$ cat config.mk
export PLATFORM = sky130hd
export DESIGN_NAME = dns_message_parser_core_flat
export DESIGN_NICKNAME = d
export VERILOG_FILES = /design/src/hdl/dmp_pkg.sv /design/src/hdl/dmp_if.sv /design/src/hdl/dmp_in_reg.sv /design/src/hdl/dmp_parse_core.sv /design/src/hdl/dmp_out_reg.sv /design/src/hdl/dns_message_parser_core.sv /design/src/flat_wrapper.sv
export SDC_FILE = /design/constraint.sdc
export NUM_CORES = 1
export LEC_CHECK = 0
export ABC_AREA = 1
export BUFFER_PORTS_ARGS = -buffer_cell sky130_fd_sc_hd__buf_4
export CORE_MARGIN = 10
export CORE_UTILIZATION = 40
export DETAILED_ROUTE_END_ITERATION = 7
export GPL_TIMING_DRIVEN = 0
export SYNTH_ARGS = -nofsm -noshare
export SYNTH_HDL_FRONTEND = slang
export SYNTH_SLANG_ARGS = --single-unit
$ cat constraint.sdc
create_clock -name clk -period 5.4 [get_ports clk]
set_clock_uncertainty 0.05 [all_clocks]
set_input_delay 0.54 -clock clk [delete_from_list [all_inputs] [get_ports clk]]
set_output_delay 0.54 -clock clk [all_outputs]
set_load 0.005 [all_outputs]
$ cat src/hdl/dmp_pkg.sv
// ----------------------------------------------------------------------------
// dmp_pkg
// Shared types, codes and helpers of the DNS message parser.
// ----------------------------------------------------------------------------
`default_nettype none

package dmp_pkg;

    typedef enum logic [2:0] {
        SEC_PREFIX     = 3'd0,
        SEC_HEADER     = 3'd1,
        SEC_QUESTION   = 3'd2,
        SEC_ANSWER     = 3'd3,
        SEC_AUTHORITY  = 3'd4,
        SEC_ADDITIONAL = 3'd5,
        SEC_SURPLUS    = 3'd6
    } section_t;

    typedef enum logic [3:0] {
        ROLE_PREFIX    = 4'd0,
        ROLE_HEADER    = 4'd1,
        ROLE_LABEL_LEN = 4'd2,
        ROLE_NAME_CHAR = 4'd3,
        ROLE_NAME_END  = 4'd4,
        ROLE_POINTER   = 4'd5,
        ROLE_TYPE      = 4'd6,
        ROLE_CLASS     = 4'd7,
        ROLE_TTL       = 4'd8,
        ROLE_RDLENGTH  = 4'd9,
        ROLE_RDATA     = 4'd10,
        ROLE_SURPLUS   = 4'd11
    } role_t;

    typedef enum logic [1:0] {
        ERR_NONE           = 2'd0,
        ERR_TRUNCATED      = 2'd1,
        ERR_RESERVED_LABEL = 2'd2
    } err_t;

    typedef logic [3:0][15:0] counts_t;

    typedef struct packed {
        section_t    section;
        role_t       role;
        logic [7:0]  echo_byte;
        logic [15:0] record_index;
        logic        field_done;
        logic [31:0] field_value;
        logic        packet_end;
        err_t        error_code;
    } result_t;

    localparam logic [15:0] HDR_FIRST_COUNT = 16'd5;
    localparam logic [15:0] HDR_LAST_BYTE   = 16'd11;
    localparam logic [2:0]  SHORT_FIELD_LEN = 3'd2;
    localparam logic [2:0]  TTL_FIELD_LEN   = 3'd4;

    // Skips sections whose count is zero; lands on surplus past the last one.
    function automatic section_t next_populated(input logic [2:0] start,
                                                input counts_t counts);
        logic [2:0] s;
        logic [1:0] idx;
        s = start;
        for (int i = 0; i < 4; i++)
        begin
            idx = 2'(s - 3'd2);
            if (s < 3'(SEC_SURPLUS) && counts[idx] == 16'd0)
            begin
                s = s + 3'd1;
            end
        end
        return section_t'(s);
    endfunction

endpackage

`default_nettype wire

$ cat src/hdl/dmp_if.sv
// ----------------------------------------------------------------------------
// dmp_if
// Valid/ready channels for stream bytes and parse results.
// ----------------------------------------------------------------------------
`default_nettype none

interface dmp_byte_if;
    logic       valid;
    logic       ready;
    logic [7:0] stream_byte;

    modport source (output valid, output stream_byte, input ready);
    modport sink   (input valid, input stream_byte, output ready);
endinterface

interface dmp_result_if;
    logic        valid;
    logic        ready;
    logic [2:0]  section;
    logic [3:0]  role;
    logic [7:0]  echo_byte;
    logic [15:0] record_index;
    logic        field_done;
    logic [31:0] field_value;
    logic        packet_end;
    logic [1:0]  error_code;

    modport source (output valid, output section, output role, output echo_byte,
                    output record_index, output field_done, output field_value,
                    output packet_end, output error_code, input ready);
    modport sink   (input valid, input section, input role, input echo_byte,
                    input record_index, input field_done, input field_value,
                    input packet_end, input error_code, output ready);
endinterface

`default_nettype wire

$ cat src/hdl/dmp_in_reg.sv
// ----------------------------------------------------------------------------
// dmp_in_reg
// Input register holding one stream byte ahead of the parse logic.
// ----------------------------------------------------------------------------
`default_nettype none

module dmp_in_reg (
    input  wire logic   clk,
    input  wire logic   rst_n,
    dmp_byte_if.sink    byte_chan,
    input  wire logic   advance,
    output logic        byte_valid,
    output logic [7:0]  byte_data
);
    logic       valid_reg;
    logic       valid_next;
    logic [7:0] data_reg;
    logic       take;

    assign byte_chan.ready = !valid_reg || advance;
    assign take            = byte_chan.valid && byte_chan.ready;

    always_comb
    begin
        valid_next = valid_reg;
        if (take)
        begin
            valid_next = 1'b1;
        end
        else if (advance)
        begin
            valid_next = 1'b0;
        end
    end

    always_ff @(posedge clk or negedge rst_n)
    begin
        if (!rst_n)
        begin
            valid_reg <= 1'b0;
        end
        else
        begin
            valid_reg <= valid_next;
        end
    end

    always_ff @(posedge clk)
    begin
        if (take)
        begin
            data_reg <= byte_chan.stream_byte;
        end
    end

    assign byte_valid = valid_reg;
    assign byte_data  = data_reg;

endmodule

`default_nettype wire

$ cat src/hdl/dmp_parse_core.sv
// ----------------------------------------------------------------------------
// dmp_parse_core
// Parser state and the per-byte update that classifies each byte and
// assembles big-endian fields.
// ----------------------------------------------------------------------------
`default_nettype none

module dmp_parse_core (
    input  wire logic        clk,
    input  wire logic        rst_n,
    input  wire logic        fire,
    input  wire logic [7:0]  in_byte,
    output dmp_pkg::result_t result
);
    import dmp_pkg::*;

    logic [15:0] plen_reg,   plen_next;
    logic [15:0] bs_reg,     bs_next;
    section_t    sec_reg,    sec_next;
    role_t       role_reg,   role_next;
    counts_t     counts_reg, counts_next;
    logic [15:0] rec_reg,    rec_next;
    logic [31:0] acc_reg,    acc_next;
    logic [2:0]  fbl_reg,    fbl_next;
    logic [5:0]  lbl_reg,    lbl_next;
    logic [15:0] rdl_reg,    rdl_next;
    err_t        sticky_reg, sticky_next;

    logic [15:0] hdr_word;
    logic [31:0] fix_word;
    logic [5:0]  lbl_dec;
    logic [15:0] rdl_dec;
    logic [2:0]  fbl_dec;
    logic [15:0] rec_inc;
    logic [15:0] bs_inc;
    logic [1:0]  hdr_idx;
    logic [15:0] count_sel;
    logic        in_records;

    logic        do_finish;
    logic        do_enter;
    logic [2:0]  enter_from;
    section_t    out_sec;
    role_t       out_role;
    logic [15:0] out_index;
    logic        out_done;
    logic [31:0] out_value;
    logic        out_pend;

    assign hdr_word   = {acc_reg[7:0], in_byte};
    assign fix_word   = {acc_reg[23:0], in_byte};
    assign lbl_dec    = lbl_reg - 6'd1;
    assign rdl_dec    = rdl_reg - 16'd1;
    assign fbl_dec    = fbl_reg - 3'd1;
    assign rec_inc    = rec_reg + 16'd1;
    assign bs_inc     = bs_reg + 16'd1;
    assign hdr_idx    = 2'((bs_reg - HDR_FIRST_COUNT) >> 1);
    assign count_sel  = counts_reg[2'(3'(sec_reg) - 3'd2)];
    assign in_records = (sec_reg >= SEC_QUESTION) && (sec_reg <= SEC_ADDITIONAL);

    always_comb
    begin
        plen_next   = plen_reg;
        bs_next     = bs_reg;
        sec_next    = sec_reg;
        role_next   = role_reg;
        counts_next = counts_reg;
        rec_next    = rec_reg;
        acc_next    = acc_reg;
        fbl_next    = fbl_reg;
        lbl_next    = lbl_reg;
        rdl_next    = rdl_reg;
        sticky_next = sticky_reg;
        do_finish   = 1'b0;
        do_enter    = 1'b0;
        enter_from  = 3'(SEC_QUESTION);
        out_sec     = sec_reg;
        out_role    = role_reg;
        out_index   = 16'd0;
        out_done    = 1'b0;
        out_value   = 32'd0;
        out_pend    = 1'b0;

        if (sec_reg == SEC_PREFIX)
        begin
            out_role = ROLE_PREFIX;
            if (bs_reg == 16'd0)
            begin
                sticky_next = ERR_NONE;
                acc_next    = {24'd0, in_byte};
                bs_next     = 16'd1;
            end
            else
            begin
                plen_next   = hdr_word;
                out_done    = 1'b1;
                out_value   = {16'd0, hdr_word};
                bs_next     = 16'd0;
                counts_next = '0;
                rec_next    = 16'd0;
                acc_next    = 32'd0;
                fbl_next    = 3'd0;
                lbl_next    = 6'd0;
                rdl_next    = 16'd0;
                sec_next    = SEC_HEADER;
                role_next   = ROLE_HEADER;
                if (hdr_word == 16'd0)
                begin
                    out_pend  = 1'b1;
                    if (sticky_reg == ERR_NONE)
                    begin
                        sticky_next = ERR_TRUNCATED;
                    end
                    sec_next  = SEC_PREFIX;
                    role_next = ROLE_PREFIX;
                end
            end
        end
        else
        begin
            if (in_records)
            begin
                out_index = rec_reg;
            end

            if (sec_reg == SEC_HEADER)
            begin
                out_role = ROLE_HEADER;
                acc_next = {16'd0, hdr_word};
                if (bs_reg[0])
                begin
                    out_done  = 1'b1;
                    out_value = {16'd0, hdr_word};
                    if (bs_reg >= HDR_FIRST_COUNT && bs_reg <= HDR_LAST_BYTE)
                    begin
                        counts_next[hdr_idx] = hdr_word;
                    end
                    acc_next = 32'd0;
                    if (bs_reg >= HDR_LAST_BYTE)
                    begin
                        do_enter   = 1'b1;
                        enter_from = 3'(SEC_QUESTION);
                    end
                end
            end
            else if (sec_reg == SEC_SURPLUS || role_reg > ROLE_RDATA
                     || role_reg < ROLE_LABEL_LEN || role_reg == ROLE_NAME_END)
            begin
                out_sec   = SEC_SURPLUS;
                out_role  = ROLE_SURPLUS;
                out_index = 16'd0;
                sec_next  = SEC_SURPLUS;
                role_next = ROLE_SURPLUS;
            end
            else
            begin
                unique case (role_reg) inside
                    ROLE_LABEL_LEN:
                    begin
                        if (in_byte[7:6] == 2'b00)
                        begin
                            if (in_byte == 8'd0)
                            begin
                                out_role  = ROLE_NAME_END;
                                role_next = ROLE_TYPE;
                                fbl_next  = SHORT_FIELD_LEN;
                                acc_next  = 32'd0;
                            end
                            else
                            begin
                                lbl_next  = in_byte[5:0];
                                role_next = ROLE_NAME_CHAR;
                            end
                        end
                        else if (in_byte[7:6] == 2'b11)
                        begin
                            out_role  = ROLE_POINTER;
                            acc_next  = {26'd0, in_byte[5:0]};
                            role_next = ROLE_POINTER;
                        end
                        else
                        begin
                            sticky_next = ERR_RESERVED_LABEL;
                            sec_next    = SEC_SURPLUS;
                            role_next   = ROLE_SURPLUS;
                        end
                    end
                    ROLE_NAME_CHAR:
                    begin
                        lbl_next = lbl_dec;
                        if (lbl_dec == 6'd0)
                        begin
                            role_next = ROLE_LABEL_LEN;
                        end
                    end
                    ROLE_POINTER:
                    begin
                        out_done  = 1'b1;
                        out_value = {18'd0, acc_reg[5:0], in_byte};
                        role_next = ROLE_TYPE;
                        fbl_next  = SHORT_FIELD_LEN;
                        acc_next  = 32'd0;
                    end
                    ROLE_RDATA:
                    begin
                        rdl_next = rdl_dec;
                        if (rdl_dec == 16'd0)
                        begin
                            do_finish = 1'b1;
                        end
                    end
                    ROLE_TYPE, ROLE_CLASS, ROLE_TTL, ROLE_RDLENGTH:
                    begin
                        acc_next = fix_word;
                        fbl_next = fbl_dec;
                        if (fbl_dec == 3'd0)
                        begin
                            out_done  = 1'b1;
                            out_value = fix_word;
                            unique case (role_reg)
                                ROLE_TYPE:
                                begin
                                    role_next = ROLE_CLASS;
                                    fbl_next  = SHORT_FIELD_LEN;
                                    acc_next  = 32'd0;
                                end
                                ROLE_CLASS:
                                begin
                                    if (sec_reg == SEC_QUESTION)
                                    begin
                                        do_finish = 1'b1;
                                    end
                                    else
                                    begin
                                        role_next = ROLE_TTL;
                                        fbl_next  = TTL_FIELD_LEN;
                                        acc_next  = 32'd0;
                                    end
                                end
                                ROLE_TTL:
                                begin
                                    role_next = ROLE_RDLENGTH;
                                    fbl_next  = SHORT_FIELD_LEN;
                                    acc_next  = 32'd0;
                                end
                                default:
                                begin
                                    rdl_next = fix_word[15:0];
                                    acc_next = 32'd0;
                                    if (fix_word[15:0] == 16'd0)
                                    begin
                                        do_finish = 1'b1;
                                    end
                                    else
                                    begin
                                        role_next = ROLE_RDATA;
                                    end
                                end
                            endcase
                        end
                    end
                    default:
                    begin
                        role_next = role_reg;
                    end
                endcase
            end

            if (do_finish)
            begin
                rec_next = rec_inc;
                if (rec_inc >= count_sel)
                begin
                    do_enter   = 1'b1;
                    enter_from = 3'(sec_reg) + 3'd1;
                end
                else
                begin
                    role_next = ROLE_LABEL_LEN;
                end
            end

            if (do_enter)
            begin
                sec_next  = next_populated(enter_from, counts_next);
                rec_next  = 16'd0;
                role_next = (sec_next < SEC_SURPLUS) ? ROLE_LABEL_LEN : ROLE_SURPLUS;
            end

            bs_next = bs_inc;
            if (bs_inc >= plen_reg)
            begin
                out_pend = 1'b1;
                if (sec_next != SEC_SURPLUS && sticky_next == ERR_NONE)
                begin
                    sticky_next = ERR_TRUNCATED;
                end
                bs_next     = 16'd0;
                sec_next    = SEC_PREFIX;
                role_next   = ROLE_PREFIX;
                counts_next = '0;
                rec_next    = 16'd0;
                acc_next    = 32'd0;
                fbl_next    = 3'd0;
                lbl_next    = 6'd0;
                rdl_next    = 16'd0;
            end
        end
    end

    always_comb
    begin
        result.section      = out_sec;
        result.role         = out_role;
        result.echo_byte    = in_byte;
        result.record_index = out_index;
        result.field_done   = out_done;
        result.field_value  = out_value;
        result.packet_end   = out_pend;
        result.error_code   = sticky_next;
    end

    always_ff @(posedge clk or negedge rst_n)
    begin
        if (!rst_n)
        begin
            plen_reg   <= 16'd0;
            bs_reg     <= 16'd0;
            sec_reg    <= SEC_PREFIX;
            role_reg   <= ROLE_PREFIX;
            counts_reg <= '0;
            rec_reg    <= 16'd0;
            acc_reg    <= 32'd0;
            fbl_reg    <= 3'd0;
            lbl_reg    <= 6'd0;
            rdl_reg    <= 16'd0;
            sticky_reg <= ERR_NONE;
        end
        else if (fire)
        begin
            plen_reg   <= plen_next;
            bs_reg     <= bs_next;
            sec_reg    <= sec_next;
            role_reg   <= role_next;
            counts_reg <= counts_next;
            rec_reg    <= rec_next;
            acc_reg    <= acc_next;
            fbl_reg    <= fbl_next;
            lbl_reg    <= lbl_next;
            rdl_reg    <= rdl_next;
            sticky_reg <= sticky_next;
        end
    end

endmodule

`default_nettype wire

$ cat src/hdl/dmp_out_reg.sv
// ----------------------------------------------------------------------------
// dmp_out_reg
// Result register driving the result channel.
// ----------------------------------------------------------------------------
`default_nettype none

module dmp_out_reg (
    input  wire logic              clk,
    input  wire logic              rst_n,
    input  wire logic              fire,
    input  wire dmp_pkg::result_t  result,
    output logic                   advance,
    dmp_result_if.source           result_chan
);
    import dmp_pkg::*;

    logic    valid_reg;
    logic    valid_next;
    result_t res_reg;

    assign advance = !valid_reg || result_chan.ready;

    always_comb
    begin
        valid_next = valid_reg;
        if (fire)
        begin
            valid_next = 1'b1;
        end
        else if (result_chan.ready)
        begin
            valid_next = 1'b0;
        end
    end

    always_ff @(posedge clk or negedge rst_n)
    begin
        if (!rst_n)
        begin
            valid_reg <= 1'b0;
        end
        else
        begin
            valid_reg <= valid_next;
        end
    end

    always_ff @(posedge clk)
    begin
        if (fire)
        begin
            res_reg <= result;
        end
    end

    assign result_chan.valid        = valid_reg;
    assign result_chan.section      = res_reg.section;
    assign result_chan.role         = res_reg.role;
    assign result_chan.echo_byte    = res_reg.echo_byte;
    assign result_chan.record_index = res_reg.record_index;
    assign result_chan.field_done   = res_reg.field_done;
    assign result_chan.field_value  = res_reg.field_value;
    assign result_chan.packet_end   = res_reg.packet_end;
    assign result_chan.error_code   = res_reg.error_code;

endmodule

`default_nettype wire

$ cat src/hdl/dns_message_parser_core.sv
// An accepted byte goes to the input register; its result then goes to the result register.
// Throughput: one byte per cycle unless the result stalls; parser state updates on each byte.
// A stalled result holds in the result register while the input register takes one more byte.
// Reset clears the parser state and both valid flags; the first two bytes are a length prefix.
// ----------------------------------------------------------------------------
// dns_message_parser_core
// Parses a length-prefixed DNS stream one byte at a time and tags each byte.
// ----------------------------------------------------------------------------
`default_nettype none

module dns_message_parser_core (
    input  wire logic    clk,
    input  wire logic    rst_n,
    dmp_byte_if.sink     byte_chan,
    dmp_result_if.source result_chan
);
    import dmp_pkg::*;

    logic       advance;
    logic       byte_valid;
    logic [7:0] byte_data;
    logic       fire;
    result_t    result;

    assign fire = byte_valid && advance;

    dmp_in_reg u_in_reg (
        .clk        (clk),
        .rst_n      (rst_n),
        .byte_chan  (byte_chan),
        .advance    (advance),
        .byte_valid (byte_valid),
        .byte_data  (byte_data)
    );

    dmp_parse_core u_parse_core (
        .clk     (clk),
        .rst_n   (rst_n),
        .fire    (fire),
        .in_byte (byte_data),
        .result  (result)
    );

    dmp_out_reg u_out_reg (
        .clk         (clk),
        .rst_n       (rst_n),
        .fire        (fire),
        .result      (result),
        .advance     (advance),
        .result_chan (result_chan)
    );

endmodule

`default_nettype wire

$ cat src/flat_wrapper.sv
// flat-port wrapper written by rule: the top's interface ports become plain ports
module dns_message_parser_core_flat import dmp_pkg::*;
  (clk, rst_n, byte_chan_valid, byte_chan_stream_byte, byte_chan_ready, result_chan_valid, result_chan_section, result_chan_role, result_chan_echo_byte, result_chan_record_index, result_chan_field_done, result_chan_field_value, result_chan_packet_end, result_chan_error_code, result_chan_ready);
  dmp_byte_if byte_chan_i ();
  dmp_result_if result_chan_i ();
  input  wire logic clk;
  input  wire logic rst_n;
  input wire logic [$bits(byte_chan_i.valid)-1:0] byte_chan_valid;
  input wire logic [$bits(byte_chan_i.stream_byte)-1:0] byte_chan_stream_byte;
  output wire logic [$bits(byte_chan_i.ready)-1:0] byte_chan_ready;
  output wire logic [$bits(result_chan_i.valid)-1:0] result_chan_valid;
  output wire logic [$bits(result_chan_i.section)-1:0] result_chan_section;
  output wire logic [$bits(result_chan_i.role)-1:0] result_chan_role;
  output wire logic [$bits(result_chan_i.echo_byte)-1:0] result_chan_echo_byte;
  output wire logic [$bits(result_chan_i.record_index)-1:0] result_chan_record_index;
  output wire logic [$bits(result_chan_i.field_done)-1:0] result_chan_field_done;
  output wire logic [$bits(result_chan_i.field_value)-1:0] result_chan_field_value;
  output wire logic [$bits(result_chan_i.packet_end)-1:0] result_chan_packet_end;
  output wire logic [$bits(result_chan_i.error_code)-1:0] result_chan_error_code;
  input wire logic [$bits(result_chan_i.ready)-1:0] result_chan_ready;
  assign byte_chan_i.valid = byte_chan_valid;
  assign byte_chan_i.stream_byte = byte_chan_stream_byte;
  assign byte_chan_ready = byte_chan_i.ready;
  assign result_chan_valid = result_chan_i.valid;
  assign result_chan_section = result_chan_i.section;
  assign result_chan_role = result_chan_i.role;
  assign result_chan_echo_byte = result_chan_i.echo_byte;
  assign result_chan_record_index = result_chan_i.record_index;
  assign result_chan_field_done = result_chan_i.field_done;
  assign result_chan_field_value = result_chan_i.field_value;
  assign result_chan_packet_end = result_chan_i.packet_end;
  assign result_chan_error_code = result_chan_i.error_code;
  assign result_chan_i.ready = result_chan_ready;
  dns_message_parser_core u_core (.clk(clk), .rst_n(rst_n), .byte_chan(byte_chan_i), .result_chan(result_chan_i));
endmodule
# Yosys cells after proc, flatten, opt, wreduce, memory -nomap -nowiden
# Cells that the tools add are included.
dict set report totals {
  ff_bits 247
  in_bits 12
  out_inout_bits 69
  word_cells 312
}
dict set report op_classes {
  n_addsub 16
  order_cmp 21
  eq_ne 25
  muxes 172
  bitwise_logic 1
  reduce_logical 50
}
# cell count
set op_table {}
lappend op_table {{2-to-1 mux 64 bit} 7}
lappend op_table {{2-to-1 mux 16 bit} 25}
lappend op_table {{2-to-1 mux 24 bit} 10}
lappend op_table {{binary-select mux 16 bit (select 2 bit)} 5}
lappend op_table {{2-to-1 mux 32 bit} 4}
lappend op_table {{2-to-1 mux 3 bit} 38}
lappend op_table {{zero test 16 bit} 7}
lappend op_table {{2-to-1 mux 4 bit} 20}
lappend op_table {{one-hot mux 24 bit (3 select lines)} 1}
lappend op_table {{bitwise mux 64 bit} 1}
lappend op_table {{one-hot mux 32 bit (2 select lines)} 1}
lappend op_table {{2-to-1 mux 6 bit} 7}
lappend op_table {{adder 16 x 1 -> 16 bit, second input constant} 2}
lappend op_table {{demux 16 bit (select 2 bit)} 1}
lappend op_table {{greater-or-equal comparator 16 bit} 2}
lappend op_table {{one-hot mux 16 bit (2 select lines)} 1}
lappend op_table {{2-to-1 mux 1 bit} 30}
lappend op_table {{2-to-1 mux 2 bit} 12}
lappend op_table {{AND reduction 7 bit} 3}
lappend op_table {{less-than comparator 2 x 3 -> 1 bit, second input constant} 6}
lappend op_table {{equality test 4 x 3 -> 1 bit, second input constant} 4}
lappend op_table {{greater-or-equal comparator 16 x 3 -> 1 bit, second input constant} 1}
lappend op_table {{greater-or-equal comparator 16 x 4 -> 1 bit, second input constant} 1}
lappend op_table {{less-or-equal comparator 16 x 4 -> 1 bit, second input constant} 1}
lappend op_table {{other kinds (51)} 95}

# Depth between registers and ports, before layout
# Gate-level depths: netlist of the first run.
dict set report depth {
  depth_word 49
  mapped_depth 50
  mapped_depth_nobuf 50
}

# By module
# A second synthesis of the first run with hierarchy kept.
dict set report unflattened {
  cells_unflattened 1870
  area_unflattened_um2 14712.9
}
# module n_inst cells_per_inst area_per_inst_um2 seq_area_each_um2
set by_module_without_submodules {}
lappend by_module_without_submodules {dmp_parse_core 1 1782 12363.1 4254.1}
lappend by_module_without_submodules {dmp_out_reg 1 72 2057.0 2037.0}
lappend by_module_without_submodules {dmp_in_reg 1 14 285.3 265.3}
lappend by_module_without_submodules {dns_message_parser_core 1 2 7.5 0.0}

# Worst setup path after synthesis of the first run
# No wires, ideal clock.
dict set report synth_timing {
  path_type {register to register}
  startpoint {register u_core.u_parse_core.rec_reg[2]}
  endpoint {register u_core.u_out_reg.res_reg, in the netlist u_core.u_out_reg.result_chan.error_code[0] (data pin)}
  setup_time_ps 255
  t_arrival_ps 5487
  required_ps 5095
  slack_ps -392
  stages_incl_launch_ff 46
  n_path_buf 0
  synth_period_minus_slack_ps 5792
  path_cell_list {dfrtp_1 > inv_1 > nor3_1 > nand3_1 > nor3_1 > inv_1 > nor3_1 > nand3_1 > nor4_1 > xor2_1 > ha_1 > nand2_1 > inv_1 > nand3_1 > nor3_1 > nand3_1 > nand3_1 > nand4_1 > [... 10 more ...] > nand2_2 > nand2_2 > inv_1 > ha_1 > inv_1 > nand2_1 > nand2_2 > inv_1 > ha_1 > xor2_1 > nand2_1 > nand2_1 > a21oi_1 > nand3_1 > nand2_1 > nand2_1 > nand2_1 > nand2_2}
}
# element line_no
set synth_lines {}
lappend synth_lines {{start: declaration} dmp_parse_core.sv:22} ;# logic [15:0] rec_reg, rec_next;
lappend synth_lines {{start signal: assignment} dmp_parse_core.sv:346} ;# rec_reg <= rec_next;
lappend synth_lines {{end signal: assignment} dmp_out_reg.sv:52} ;# res_reg <= result;
lappend synth_lines {{end: declaration} dmp_out_reg.sv:19} ;# result_t res_reg;

==> impl_metrics.yaml, run 1 <==
run_status:
  status: "complete, but fails checks"
  violations: "negative setup slack"
synth:
  synth.lib_cells_used.distinct: 47
  ys.flop_type: "dfrtp_1"
  yosysSeqAreaShare: 0.447
  syn_nets: 1925
  synth_area_leader_cell: "dfrtp_1"
  synth_edf_count: 75
  syn_area_per_cell_um2: 7.88
  async_flop_share: 0.696
  syn_area_um2: 14700
  yosysWarnings: 0
  synth_top_area_frac: 0.294
  synth-seq-cells: 247
  synth_area_leaders: "dfrtp_1 (29%), edfxtp_1 (15%), nand2_1 (9.2%)"
  syn_inst: 1859
sta:
  period_minus_slack_ns: 6.03
  tightest_slew_ns: 1.40
  timing.slew.headroom: 0.0571
  fin_ws_ns: -0.630
  timing.fmax_mhz: 166
  fin_crit_sh: 1.12
  fin_tns_setup_ns: -3.12
  rsz0062_at_grt: "true"
  setup_viol: 7
  hold_viol: 0
  maxSlewViolCount: 0
grt:
  grtUsageMet3: 0.0325
  grt_util_met2: 0.366
  grt_pass1_wl_mm: 74.3
  top_usage_layer: "met2"
  antenna_found_initial: 0
  grt.total_usage: 0.212
  grt_max_degree: 96
  grt_pass1_vias: 13200
  grt-ovfl-total: 0
  grt_util_met1: 0.271
setup_path:
  slowest_delay_ns: 0.71
  cp.required_ns: 5.68
  cp_max_fo: 12
  worst_setup_path_end_kind: "flip-flop"
  cp.buffers_inverters: 7
  crit_family: "simple AND/OR/NAND/NOR gates"
  critPathKind: "reg -> reg"
  worst_ep_arrival_time_ns: 6.31
  crit_path_start_kind: "flip-flop"
  cpMaxStageDelayCell: "nor4_1"
clock_network:
  cts_buffers: 29
  ctsHtreeMaxLevel: 1
  cts_tree: "done"
  clk_pin_slew_ns: 0.06
  worstSkewPairLatency_ns: 0.59
  ctsLongestPathBuffers: 3
  cts_root_buf: "clkbuf_16"
  cts.sinks: 247
place:
  dp_hpwl_mm: 35.4
  gp_congestion: 0.994
  port-buffer-count: 80
  dpl_cell_area_um2: 16000
detailed_routing:
  routedWlPerCell_um: 19.1
  drtIter0Drc: 1039
  remaining_drc_errors: 0
  routed_via_density: 5.37
  drtAntennaViolNets: 0
  dr_total_vias: 13500
  route.final.wire_length_mm: 48.0
  dr.pass1.iters: 6
die:
  core_area_um2: 36300
  dieArea_um2: 44700
  io_pins: 81
  die_y_um: 211
  floorplan.initialDensity: 0.403
  rows: 70
  die_x_um: 211
job:
  maxCapViolCount: 0
final_layout:
  final_nets: 2088
  fin_area_um2: 17800
  largest_register_ffs: 64
  drive_gt1_frac: 0.164
  area_delta_synth_final_pct: 21.5
min_path:
  min_path_type: "in -> reg"
cells in the mapped netlist, types with 5 or more instances:
| master | instances |
|---|---|
| inv_2 | 9 |
| o21ai_0 | 195 |
| nand2_1 | 358 |
| ha_1 | 54 |
| xor2_1 | 32 |
| o31ai_1 | 11 |
| dfrtp_1 | 172 |
| a32oi_1 | 6 |
| a22o_1 | 15 |
| nand2_2 | 21 |
| buf_2 | 7 |
| a22oi_1 | 5 |
| nor2_2 | 14 |
| nand2_4 | 5 |
| inv_1 | 275 |
| clkbuf_1 | 48 |
| nor3_1 | 33 |
| buf_6 | 5 |
| o22ai_1 | 52 |
| a21oi_1 | 79 |
| nor4_1 | 9 |
| o21ai_1 | 33 |
| o211ai_1 | 5 |
| edfxtp_1 | 75 |
| nand3_1 | 127 |
| nand4_1 | 24 |
| nor2_1 | 148 |
cells in the final DEF, fill, tap and decap left out, types with 5 or more instances in the layout:
master	synthesis	final
nor4_1	9	5
xor2_1	32	30
nand3_2	4	18
bufinv_16	0	5
o211ai_1	5	5
nor3_1	33	26
buf_4	1	121
o31ai_1	11	11
nand2_2	21	30
nor2_1	148	140
edfxtp_1	75	75
nand3_1	127	110
ha_1	54	50
inv_1	275	269
nand3_4	4	7
nor3_4	0	5
a32oi_1	6	6
buf_6	5	12
clkbuf_1	48	47
dfrtp_1	172	170
nor2_2	14	15
clkbuf_16	0	29
buf_2	7	6
o22ai_1	52	52
clkbuf_2	0	6
o21ai_0	195	190
inv_2	9	15
nand2_4	5	11
nand2_1	358	343
clkinv_1	4	11
a22o_1	15	15
o21ai_1	33	37
nand4_1	24	24
nor2_4	4	11
a21oi_1	79	74
cells by family after synthesis:
kind of cell,after synthesis,share of synthesized area
compound gates,414,0.159
xor+xnor,34,0.0203
fa+ha+maj,54,0.0461
buf+inv,352,0.0936
flops,247,0.447
simple gates,758,0.234
final timing paths:
check / from / to / slack, ns / cells past startpoint
max in group asynchronous: rst_n / u_core.u_parse_core.acc_reg[1] / 3.95 / 3
min: byte_chan_stream_byte[4] / u_core.u_in_reg.byte_data[4] / 0.08 / 1
min in group asynchronous: rst_n / u_core.u_parse_core.counts_reg[16] / 0.46 / 2
max: u_core.u_parse_core.sec_reg[1] / u_core.u_out_reg.result_chan.error_code[0] / -0.63 / 35
max reg2reg: u_core.u_parse_core.sec_reg[1] / u_core.u_out_reg.result_chan.error_code[0] / -0.63 / 35
min reg2reg: u_core.u_parse_core.plen_reg[5] / u_core.u_parse_core.plen_reg[5] / 0.43 / 2
through the flow:
stage	setup slack [ns]	hold WS, ns	utilization	std cells
6_report	-0.630	0.0782	0.490	2514
5_1_grt	-0.952	0.0518	0.490	2513
4_1_cts	-0.857	0.0531	0.479	2491
2_1_floorplan	-0.0167	0.194	-	1859
3_3_place_gp	-1.16	0.418	0.437	2407
3_5_place_dp	-1.24	0.424	0.439	2410
area by class of cell:
cell class | count | area (um^2)
fillers | 3477 | 18500
multi-input cells | 1260 | 7180
flip-flops and latches | 247 | 6560
repair buffers | 132 | 1090
inverters | 288 | 1080
clock buffers | 36 | 782
well taps | 468 | 586
plain buffers | 64 | 300
clock inverters | 18 | 230
diodes | 1 | 2.50
what timing repair did:
| item | 4_1_cts | 5_1_grt |
|---|---|---|
| hold buffers | 1 | 0 |
| hold endpoints to repair | 77 | 0 |
| pin swaps | 33 | 41 |
| setup buffers | 26 | 23 |
| setup endpoints to repair | 142 | 147 |
| resized for setup | 55 | 59 |
worst register-to-register path, delay by kind of cell (launching register included):
family | cells | cell delay, ns
simple gates | 21 | 2.96
xor+xnor | 2 | 0.32
flops | 1 | 0.53
buf+inv | 7 | 0.90
fa+ha+maj | 3 | 0.61
compound gates | 2 | 0.43
per-layer routing:
metal,share of wire,wire length [um],vias to the layer above
li1,-,-,6538
met3,0.058,2780,84
met1,0.43,20500,6474
met5,0.0010,48,-
met2,0.49,23300,393
met4,0.027,1290,2
Power of run 1 is left out: the tool's default activity adds up to more than one toggle a clock period on the data nets, which glitch-free logic cannot reach.
==> run 2, diff against run 1 <==
--- a/config.mk
+++ b/config.mk
@@ -7,10 +7,13 @@
 export LEC_CHECK = 0
 export ABC_AREA = 1
 export BUFFER_PORTS_ARGS = -buffer_cell sky130_fd_sc_hd__buf_4
+export CELL_PAD_IN_SITES_DETAIL_PLACEMENT = 1
+export CELL_PAD_IN_SITES_GLOBAL_PLACEMENT = 1
 export CORE_MARGIN = 10
 export CORE_UTILIZATION = 40
 export DETAILED_ROUTE_END_ITERATION = 7
 export GPL_TIMING_DRIVEN = 0
+export PLACE_DENSITY_LB_ADDON = 0.1
 export SYNTH_ARGS = -nofsm -noshare
 export SYNTH_HDL_FRONTEND = slang
 export SYNTH_SLANG_ARGS = --single-unit
==> impl_metrics.yaml, run 2 (synthesized netlist as in run 1, its figures left out) <==
final_layout:
  largest_register_ffs: 64
  final_nets: 2086
  final_common_cell: "nand2_1"
  final_cells: 2512
  nFillCells: 4379
  final_cell_mix: "nand2_1 (335), inv_1 (263), o21ai_0 (190), dfrtp_1 (170), nor2_1 (140)"
  area_delta_synth_final_pct: 21.7
  drive_gt1_frac: 0.172
sta:
  fin_ws_ns: -0.696
  rsz0062_at_grt: "true"
  fin_tns_setup_ns: -3.92
  fin_crit_sh: 1.13
  tightest_slew_ns: 0.906
  timing.fmax_mhz: 164
  period_minus_slack_ns: 6.10
  setup_viol: 7
  holdWs_ns: 0.0829
  hold_viol: 0
  maxSlewViolCount: 0
  timing.slew.headroom: 0.391
grt:
  grt-ovfl-total: 0
  grt_util_met2: 0.400
  grt_pass1_vias: 14400
  grt.total_usage: 0.238
  grt_util_met1: 0.311
  top_usage_layer: "met2"
  antenna_found_initial: 0
  grt_max_degree: 94
  grt_pass1_wl_mm: 83.5
  grtUsageMet3: 0.0348
min_path:
  holdPathEnd: "u_core.u_in_reg.byte_data[7]"
  min_path_cells: 1
  hp-start: "byte_chan_stream_byte[7]"
  min_path_type: "in -> reg"
setup_path:
  cpMaxStageDelayCell: "dfrtp_1"
  cp.buffers_inverters: 7
  r2r_setup_slack_ns: -0.70
  crit_top_cell: "nand2_1"
  crit_path_start_kind: "flip-flop"
  critPathKind: "reg -> reg"
  rr_worst_depth: 45
  slowest_delay_ns: 0.39
  worst_setup_path_end_kind: "flip-flop"
  cp_max_fo: 6
  rr_startpoint: "u_core.u_parse_core.rec_reg[1]"
  cp.required_ns: 5.67
  crit_family: "simple AND/OR/NAND/NOR gates"
  worst_ep_arrival_time_ns: 6.37
  r2r_end: "u_core.u_out_reg.result_chan.error_code[0]"
detailed_routing:
  dr_total_vias: 13800
  routedWlPerCell_um: 21.3
  dr.pass1.iters: 5
  drtIter0Drc: 775
  remaining_drc_errors: 0
  route.final.wire_length_mm: 53.6
  drtAntennaViolNets: 0
  routed_via_density: 5.49
clock_network:
  ctsLongestPathBuffers: 3
  cts_buffers: 29
  cts.sinks: 247
  clk_pin_slew_ns: 0.06
  worstSkewPairLatency_ns: 0.59
  cts_tree: "done"
  cts_root_buf: "clkbuf_16"
  ctsHtreeMaxLevel: 1
die:
  rows: 70
  core_area_um2: 36300
  io_pins: 81
  die_x_um: 211
  dieArea_um2: 44700
  die_y_um: 211
  floorplan.initialDensity: 0.403
run_status:
  violations: "negative setup slack"
  status: "complete, but fails checks"
place:
  place_inst: 2410
  dp_hpwl_mm: 39.0
  dp_slack_ns: -1.41
  gp_congestion: 0.948
  port-buffer-count: 80
job:
  maxCapViolCount: 0
==> run 2: cell types whose count changed in the layout (fill, tap and decap cells not counted), sizes merged <==
| cell | delta |
|---|---|
| bufinv | -3 |
| clkinvlp | -1 |
| clkbuf | +2 |
| clkinv | +1 |
| buf | -1 |
==> run 2: per-layer routing <==
metal,vias up,wire length [um]
li1,6536,-
met1,6822,23600
met2,322,25500
met3,99,2610
met4,0,1800
met5,-,0
==> run 2: worst max-delay path by stage <==
stage	startpoint	endpoint	depth (start not counted)
2_1_floorplan	u_core.u_parse_core.rec_reg[2]	u_core.u_out_reg.result_chan.error_code[0]	45
3_3_place_gp	u_core.u_parse_core.bs_reg[0]	u_core.u_parse_core.acc_reg[19]	19
3_5_place_dp	u_core.u_parse_core.bs_reg[0]	u_core.u_parse_core.bs_reg[10]	20
4_1_cts	u_core.u_parse_core.rec_reg[1]	u_core.u_out_reg.result_chan.error_code[0]	45
5_1_grt	u_core.u_parse_core.rec_reg[1]	u_core.u_out_reg.result_chan.error_code[0]	46
6_report	u_core.u_parse_core.rec_reg[1]	u_core.u_out_reg.result_chan.error_code[0]	45
==> run 2: what timing repair did <==
item / 4_1_cts / 5_1_grt
hold buffers: 1 / 0
buffers inserted: 34 / 12
gates resized for setup: 86 / 58
setup endpoints to repair: 149 / 101
hold endpoints to repair: 79 / 0
pin swaps: 14 / 23
==> run 2: area by class of cell <==
type	instances	area, um^2	share of cell area
multi-input combinational	1260	7300	0.409
buffer	64	307	0.0172
antenna	1	2.50	0.000140
tap	468	586	0.0328
timing repair buffer	130	1060	0.0597
clock buffer	39	793	0.0445
inverter	288	1080	0.0606
clock inverter	15	140	0.00786
sequential	247	6560	0.368
==> run 2: per-stage QoR <==
step | utilization | cell area [um^2]
finish | 0.491 | 17800
global route | 0.491 | 17800
floorplan | - | 14700
global placement | 0.437 | 15900
detailed placement | 0.439 | 16000
CTS | 0.481 | 17500
Power of run 2 is left out for the same reason.
==> run 3, diff against run 2 <==
--- a/config.mk
+++ b/config.mk
@@ -14,6 +14,7 @@
 export DETAILED_ROUTE_END_ITERATION = 7
 export GPL_TIMING_DRIVEN = 0
 export PLACE_DENSITY_LB_ADDON = 0.1
+export REMOVE_ABC_BUFFERS = 1
 export SYNTH_ARGS = -nofsm -noshare
 export SYNTH_HDL_FRONTEND = slang
 export SYNTH_SLANG_ARGS = --single-unit
==> constraint.sdc (replaced) <==
create_clock -name clk -period 6.15 [get_ports clk]
set_clock_uncertainty 0.05 [all_clocks]
set_input_delay 0.3075 -clock clk [delete_from_list [all_inputs] [get_ports clk]]
set_output_delay 0.3075 -clock clk [all_outputs]
set_load 0.005 [all_outputs]
==> impl_metrics.yaml, run 3 (synthesized netlist as in run 1, its figures left out) <==
run_status:
  status: "complete, but fails checks"
  violations: "negative setup slack"
place:
  port-buffer-count: 80
  gp_congestion: 0.987
  dpl_cell_area_um2: 15700
  dp_hpwl_mm: 35.5
setup_path:
  rr_startpoint: "u_core.u_parse_core.rec_reg[0]"
  r2r_end: "u_core.u_parse_core.role_reg[3]"
  slowest_delay_ns: 0.38
  crit_top_cell: "nand2_4"
  worst_setup_path_end_kind: "flip-flop"
  critPathKind: "reg -> reg"
  r2r_setup_slack_ns: -0.17
  worst_ep_arrival_time_ns: 6.71
  crit_path_start_kind: "flip-flop"
  cp-startpoint: "u_core.u_parse_core.rec_reg[0]"
  cpMaxStageDelayCell: "dfrtp_1"
  rr_worst_depth: 48
  cp.required_ns: 6.54
  crit_end: "u_core.u_parse_core.role_reg[3]"
  cp_max_fo: 6
final_layout:
  diodes: 0
  final_common_cell: "nand2_1"
  nFillCells: 4320
  fin_area_um2: 18000
  drive_gt1_frac: 0.180
  area_delta_synth_final_pct: 23.1
  final_nets: 2055
  final_cell_mix: "nand2_1 (330), inv_1 (260), o21ai_0 (190), dfrtp_1 (170), nor2_1 (139)"
  largest_register_ffs: 64
min_path:
  min_path_type: "in -> async"
detailed_routing:
  dr_total_vias: 13700
  remaining_drc_errors: 0
  dr.pass1.iters: 5
  routedWlPerCell_um: 21.2
  drtAntennaViolNets: 0
  routed_via_density: 5.50
  drtIter0Drc: 864
  route.final.wire_length_mm: 52.7
die:
  rows: 70
  dieArea_um2: 44700
  die_y_um: 211
  core_area_um2: 36300
  io_pins: 81
  floorplan.initialDensity: 0.403
  die_x_um: 211
sta:
  period_minus_slack_ns: 6.32
  tightest_slew_ns: 1.28
  setup_viol: 5
  fin_ws_ns: -0.170
  hold_viol: 0
  timing.slew.headroom: 0.142
  rsz0062_at_grt: "true"
  fin_crit_sh: 1.03
  holdWs_ns: 0.310
  maxSlewViolCount: 0
  timing.fmax_mhz: 158
grt:
  grt_max_degree: 91
  antenna_found_initial: 0
  grt.total_usage: 0.226
  grt-ovfl-total: 0
  grt_pass1_vias: 14000
  grt_pass1_wl_mm: 80.0
clock_network:
  worstSkewPairLatency_ns: 0.58
  cts_root_buf: "clkbuf_16"
  ctsHtreeMaxLevel: 1
  clk_pin_slew_ns: 0.06
  ctsLongestPathBuffers: 3
  cts_buffers: 30
  cts_tree: "done"
  cts.sinks: 247
job:
  maxCapViolCount: 0
-- run 3: cell count changes in the layout (fill, tap and decap cells not counted), moves of 6 or more --
| cell | change |
|---|---|
| buf_4 | +8 |
| dlygate4sd3_1 | +10 |
| nand3_2 | -6 |
| buf_2 | -6 |
| clkbuf_1 | -38 |
-- run 3: worst min path at each step --
stage	from	to	slack [ns]
global route	rst_n	u_core.u_parse_core.rec_reg[9]	0.38
finish	rst_n	u_core.u_parse_core.rec_reg[9]	0.31
detailed placement	rst_n	u_core.u_parse_core.rec_reg[9]	0.35
floorplan	rst_n	u_core.u_in_reg.byte_valid	-0.04
CTS	rst_n	u_core.u_parse_core.rec_reg[8]	0.34
global placement	u_core.u_parse_core.plen_reg[7]	u_core.u_parse_core.plen_reg[7]	0.42
-- run 3: layout make-up --
cell class / count / area [um^2] / share of cell area
tap: 468 / 586 / 0.0325
inverter: 288 / 1110 / 0.0613
clock buffer: 47 / 886 / 0.0491
multi-input combinational: 1262 / 7400 / 0.410
timing repair inverter: 1 / 7.51 / 0.000416
timing repair buffer: 159 / 1370 / 0.0759
clock inverter: 9 / 125 / 0.00694
sequential: 247 / 6560 / 0.364
-- run 3: stage by stage --
step	utilization	setup slack [ns]	setup TNS (ns)	cells
6_report	0.496	-0.170	-0.670	2481
5_1_grt	0.496	-0.485	-2.46	2481
4_1_cts	0.481	-0.283	-3.84	2456
3_5_place_dp	0.431	-1.52	-60.09	2347
3_3_place_gp	0.428	-3.22	-300.79	2343
2_1_floorplan	-	0.154	0	1795
-- run 3: worst max-delay path, delay by kind of cell (launching register included) --
| kind | cells | cell delay (ns) |
|---|---|---|
| XOR/XNOR | 2 | 0.46 |
| adder cells (fa/ha/maj) | 3 | 0.73 |
| buffers and inverters | 13 | 1.26 |
| AND/OR/NAND/NOR | 26 | 2.77 |
| AO/OA/AOI/OAI | 4 | 0.48 |
| flip-flops | 1 | 0.38 |
-- run 3: timing repair --
action | CTS | global route
pin swaps | 52 | 58
gates cloned | 1 | 2
gates resized for setup | 96 | 66
hold buffers | 11 | 0
endpoints found under the setup margin | 102 | 92
buffers inserted | 41 | 24
endpoints found under the hold margin | 99 | 0
-- run 3: layer usage --
| metal | wire length [um] | track usage | vias to the layer above |
|---|---|---|---|
| met4 | 1500 | 0.0593 | 0 |
| met1 | 22800 | 0.291 | 6732 |
| met3 | 3110 | 0.0319 | 85 |
| li1 | - | - | 6488 |
| met2 | 25300 | 0.390 | 352 |
| met5 | 0 | 0 | - |
Power of run 3 is left out for the same reason.
